==> config.mk <==
export PLATFORM = sky130hd
export DESIGN_NAME = ste_ram
export DESIGN_NICKNAME = d
export VERILOG_FILES = /design/src/sv/ste_ram.sv
export SDC_FILE = /design/constraint.sdc
export NUM_CORES = 2
export LEC_CHECK = 0
export ABC_AREA = 0
export BUFFER_PORTS_ARGS = -buffer_cell sky130_fd_sc_hd__buf_4
export CORE_ASPECT_RATIO = 0.9
export CORE_MARGIN = 4
export CORE_UTILIZATION = 59
export CTS_BUF_LIST = sky130_fd_sc_hd__clkbuf_4 sky130_fd_sc_hd__clkbuf_8
export DETAILED_ROUTE_END_ITERATION = 10
export PLACE_DENSITY_LB_ADDON = 0.12
export SLEW_MARGIN = 20
export SYNTH_ARGS = -nofsm -noshare
export SYNTH_HDL_FRONTEND = slang
export SYNTH_SLANG_ARGS = --single-unit
==> constraint.sdc <==
create_clock -name clk -period 2.7 [get_ports clk]
set_input_delay 0.81 -clock clk [delete_from_list [all_inputs] [get_ports clk]]
set_output_delay 0.81 -clock clk [all_outputs]
set_load 0.02 [all_outputs]
==> src/sv/ste_ram.sv <==
// Generic single-port-write, single-port-read synchronous RAM.
// Read data is registered and holds until the next read. No dependencies.
module ste_ram #(
  parameter int WIDTH = 8,
  parameter int DEPTH = 256
) (
  input  logic                     clk,
  input  logic                     we,
  input  logic [$clog2(DEPTH)-1:0] waddr,
  input  logic [WIDTH-1:0]         wdata,
  input  logic                     re,
  input  logic [$clog2(DEPTH)-1:0] raddr,
  output logic [WIDTH-1:0]         rdata
);

  logic [WIDTH-1:0] mem [DEPTH];

  // write port
  always_ff @(posedge clk) begin
    if (we) begin
      mem[waddr] <= wdata;
    end
  end

  // registered read port
  always_ff @(posedge clk) begin
    if (re) begin
      rdata <= mem[raddr];
    end
  end

endmodule
# After elaboration in Yosys (flattened, before gate mapping)
# Memory sizes are Yosys's and may differ from the RTL's. A register that Yosys moved wholly into a read port is not among the register bits.
# Cells that the tools add are included.
[totals] wordCells=3 ram_bits=2048 memories=1 register_bits=0
[classes] mux=2
[memory_table] name="mem" words=256 width=8 rd=1 rd_ports_with_merged_regs=1 wr=1 line_no="16" text="logic [WIDTH-1:0] mem [DEPTH];"
[op_table] op="$mux 1" count=2

# Depth between registers and ports, before layout
[depth] word_depth=2 ltp_mapped=11 depth_no_buf=6

# Worst setup path after synthesis
# No wires, ideal clock.
[synth_path] kind="input to register" from="in raddr[0]" to="reg rdata[2] (read register of mem) (data pin)" arrival_ns=2.617 path_slack_ns=-0.186 setup_time_ns=0.269 t_required_ns=2.431 path_stages=9 cell_sequence="buf_6 > buf_12 > buf_8 > buf_2 > mux4_2 > a22oi_1 > a21oi_1 > nor4_1 > nor4_2"
[synth_lines] item="start: declaration" line_no="12" text="input logic [$clog2(DEPTH)-1:0] raddr,"
[synth_lines] item="end: declaration" line_no="13" text="output logic [WIDTH-1:0] rdata"

==> summary.md <==
| Metric | Value |
|---|---|
| Vias post-DR | `42300` |
| Site Rows | `127` |
| Post-Synth Adder-Cell Area | `0` |
| Layout cells sized above 1 | `0.357` |
| CP peak stage delay | `0.54 ns` |
| Number of port buffers | `34` |
| Switching pwr | `13.8 mW` |
| Depth of the CTS H-tree | `5` |
| Post-Route WL | `201000 um` |
| Post-synthesis sequential area ratio | `0.775` |
| Critical Path Start Type | `input pin` |
| Synth Area in Simple Gates | `0.0263` |
| CP Cell Sequence | `buf_8, buf_12, buf_6, mux4_2, a22o_1, a221oi_2, buf_4, o32ai_1, nor3_2, nor4_1` |
| Hold Vio Cnt, Final | `0` |
| Mux cell area share after synthesis | `0.146` |
| Post-Synthesis Cells | `3733` |
| Routed Antenna Nets | `0` |
| Hold Path End | `rdata[6]$_DFFE_PP_` |
| Vias in the first global route | `43100` |
| Setup Fix Bufs, Post-CTS | `0` |
| Clock period minus worst slack | `2.77 ns` |
| Worst r2r path cells | `7` |
| Post-Syn Nets | `3760` |
| Largest net degree at the start of global routing | `125` |
| Core ar. | `134000 um^2` |
| Hold buffers post-CTS | `0` |
| Peak supply drop | `654 uV` |
| Post-synth cell types | `54` |
| Clock Skew | `0.0483 ns` |
| Largest family of logic cells by synthesized area | `multiplexers` |
| Max-cap violations | `0` |
| DRT Pass-1 Iters | `6` |
| Post-synthesis xor/xnor area fraction | `0` |
| Sw Ratio | `0.215` |
| Top cell type's share of synthesized area | `0.775` |
| Num CTS Buffers | `327` |
| Worst-Skew Late Latency | `1.00 ns` |
| Synth area leaders | `edfxtp_1 (78%), mux4_2 (13%), mux2i_1 (1.7%)` |
| Slew headroom | `0.478` |
| PwrDens | `687 nW/um^2` |
| Slowest stage cell on the critical path | `mux4_2` |
| Hold Path Origin | `re` |
| Pins over their slew limit | `0` |
| Crit path kind | `input pin to flop` |
| Die Width | `395 um` |
| Clock root buffer | `clkbuf_8` |
| Top FF cell, synth | `edfxtp_1` |
| Worst Hold Depth | `1` |
| Antenna violations before repair | `17` |
| Max Clk Rate | `0.361 GHz` |
| Setup TNS | `-0.122 ns` |
| Count leader, synth | `edfxtp_1` |
| CTS tree | `yes` |
| Die Y | `357 um` |
| Static leakage | `30.7 nW` |
| Comb pwr share | `0.059` |
| Starting Density | `0.596` |
| Reg-to-Reg Start | `mem[134][1]$_DFFE_PP_` |
| DR DRC count | `0` |
| EDFF count, synth | `2056` |
| Ys Warns | `0` |
| First-pass GRT wire length | `295000 um` |
| # setup viols final | `3` |
| Hold WC Path Type | `input pin to flop` |
| RePlAce Congestion | `0.887` |
| IO Count | `35` |
| 1st-iter DRT viols | `5382` |
| Synth Area in Compound Gates | `0.0342` |
| Vias per inst | `6.40` |
| Worst EP required | `3.41 ns` |
| Sequential power share | `0.549` |
| Synth top cells by count | `edfxtp_1 (2056), mux4_2 (454), nor2_1 (282), mux2i_1 (134), a22oi_1 (133)` |
| DR WL/cell | `30.4 um` |
| Clock share of power | `0.392` |
| CTS Sinks | `2056` |
| Slew @ Worst Pin | `0.782 ns` |
| Unrepaired setup endpoints after global routing | `true` |
| P&R area growth vs syn | `17.5%` |
| Setup crit end kind | `flop` |
| Failing checks | `negative setup slack` |
| Worst reg2reg path endpoint | `rdata[1]$_DFFE_PP_` |
| Clock slew at reported path FFs | `0.06 ns` |
| Worst-path fanout max | `19` |
| Final setup margin | `-0.0705 ns` |
| Number of fill cells | `8014` |
| Period utilization | `1.03` |
| Place WS | `-1.46 ns` |
| Internal Power | `50.4 mW` |
| Flop-to-flop setup slack | `-0.03 ns` |
| Async set-reset flop share out of synthesis | `0` |
| Post-layout util | `0.700` |
| Die area | `141000 um^2` |
| FF+latch count, synth | `2056` |
| Status | `complete, but fails checks` |
| Synthesized cell area | `79600 um^2` |
| Final net count | `4595` |
| Syn Area/Cell | `21.3 um^2` |
| Clock buffer depth | `4` |
| Hold Slack | `0.184 ns` |
| Global-route usage over all layers | `0.290` |
| Worst Path Arrival | `3.48 ns` |
| Congestion Overflow GR | `0` |
| Post-synth top area cell | `edfxtp_1` |
| Detailed placer's ending HPWL | `133000 um` |
-- layout make-up --
class                           instances  area (um^2)  share of cell area
Sequential cell                      2056        61700               0.660
Multi-Input combinational cell       1442        16700               0.178
Timing Repair Buffer                  739         6780              0.0725
Clock buffer                          426         5290              0.0565
Tap cell                             1806         2260              0.0241
Clock inverter                        129          808             0.00864
Antenna cell                            6         15.0            0.000160
Inverter                                2         7.51           0.0000802
-- cells in the final DEF (no fill, tap or decap), types with 13 or more instances in the layout --
master / count
nor4_1: 13
a21oi_1: 96
clkbuf_4: 92
clkinv_2: 33
clkinv_1: 82
a22oi_1: 129
clkbuf_8: 342
nor2_1: 279
nor3_1: 18
mux2i_1: 134
nor2b_1: 28
buf_12: 92
nand2_1: 33
o221ai_1: 46
mux4_2: 454
nand3_1: 34
edfxtp_1: 2056
buf_4: 632
o22ai_1: 28
-- worst max-delay path by stage --
stage	startpoint	endpoint	slack [ns]	cells past startpoint
3_3_place_gp	raddr[2]	rdata[0]$_DFFE_PP_	-1.63	9
3_5_place_dp	raddr[0]	rdata[0]$_DFFE_PP_	-1.46	10
5_1_grt	raddr[0]	rdata[5]$_DFFE_PP_	-0.1	10
2_1_floorplan	raddr[0]	rdata[0]$_DFFE_PP_	-0.07	9
4_1_cts	rdata[0]$_DFFE_PP_	rdata[0]	-0.03	1
6_report	raddr[0]	rdata[5]$_DFFE_PP_	-0.07	10
-- logic make-up (layout without fill, tap and decap cells) --
| logic type | Yosys count | after routing |
|---|---|---|
| mux | 591 | 591 |
| buf+inv | 235 | 1296 |
| other cells | 0 | 6 |
| flops | 2056 | 2056 |
| compound gates | 385 | 385 |
| simple gates | 466 | 466 |
-- critical path: cells and delay by family --
kind                   cells  cell delay, ns
AO/OA/AOI/OAI              3            0.59
AND/OR/NAND/NOR            2            0.61
multiplexers               1            0.54
buffers and inverters      4            0.85
-- flip-flops by register name (all words and copies together), names as in the netlist --
name and count:
mem 2048, rdata 8
-- power groups by stage --
stage	sequential, mW	clock (mW)	combinational (mW)
2_1_floorplan	35.9	0	1.76
3_3_place_gp	35.9	0	3.66
3_5_place_dp	35.9	0	3.75
4_1_cts	35.2	25.6	3.78
5_1_grt	35.2	27.2	3.98
6_report	35.2	25.2	3.80
-- per-stage QoR --
| step | cell area, um^2 | power (mW) | instances |
|---|---|---|---|
| after global routing | 93600 | 66.4 | 6602 |
| after detailed placement | 87300 | 39.7 | 6045 |
| after global placement | 87300 | 39.6 | 6044 |
| after CTS | 93500 | 64.7 | 6600 |
| final | 93600 | 64.3 | 6606 |
| after floorplan | 79900 | 37.7 | 3733 |
-- what timing repair did --
item / CTS / global route
setup endpoints to repair: 7 / 7
pin swaps: 0 / 3
resized for setup: 17 / 13
-- metal layers --
layer  up-vias  track usage  part of all wire
li1      17400            -                 -
met5         -            0           0.00040
met2      2527        0.436              0.47
met3       335       0.0772              0.12
met1     22000        0.429              0.39
met4        10       0.0824             0.024
Power figures use the tool's default switching activity.
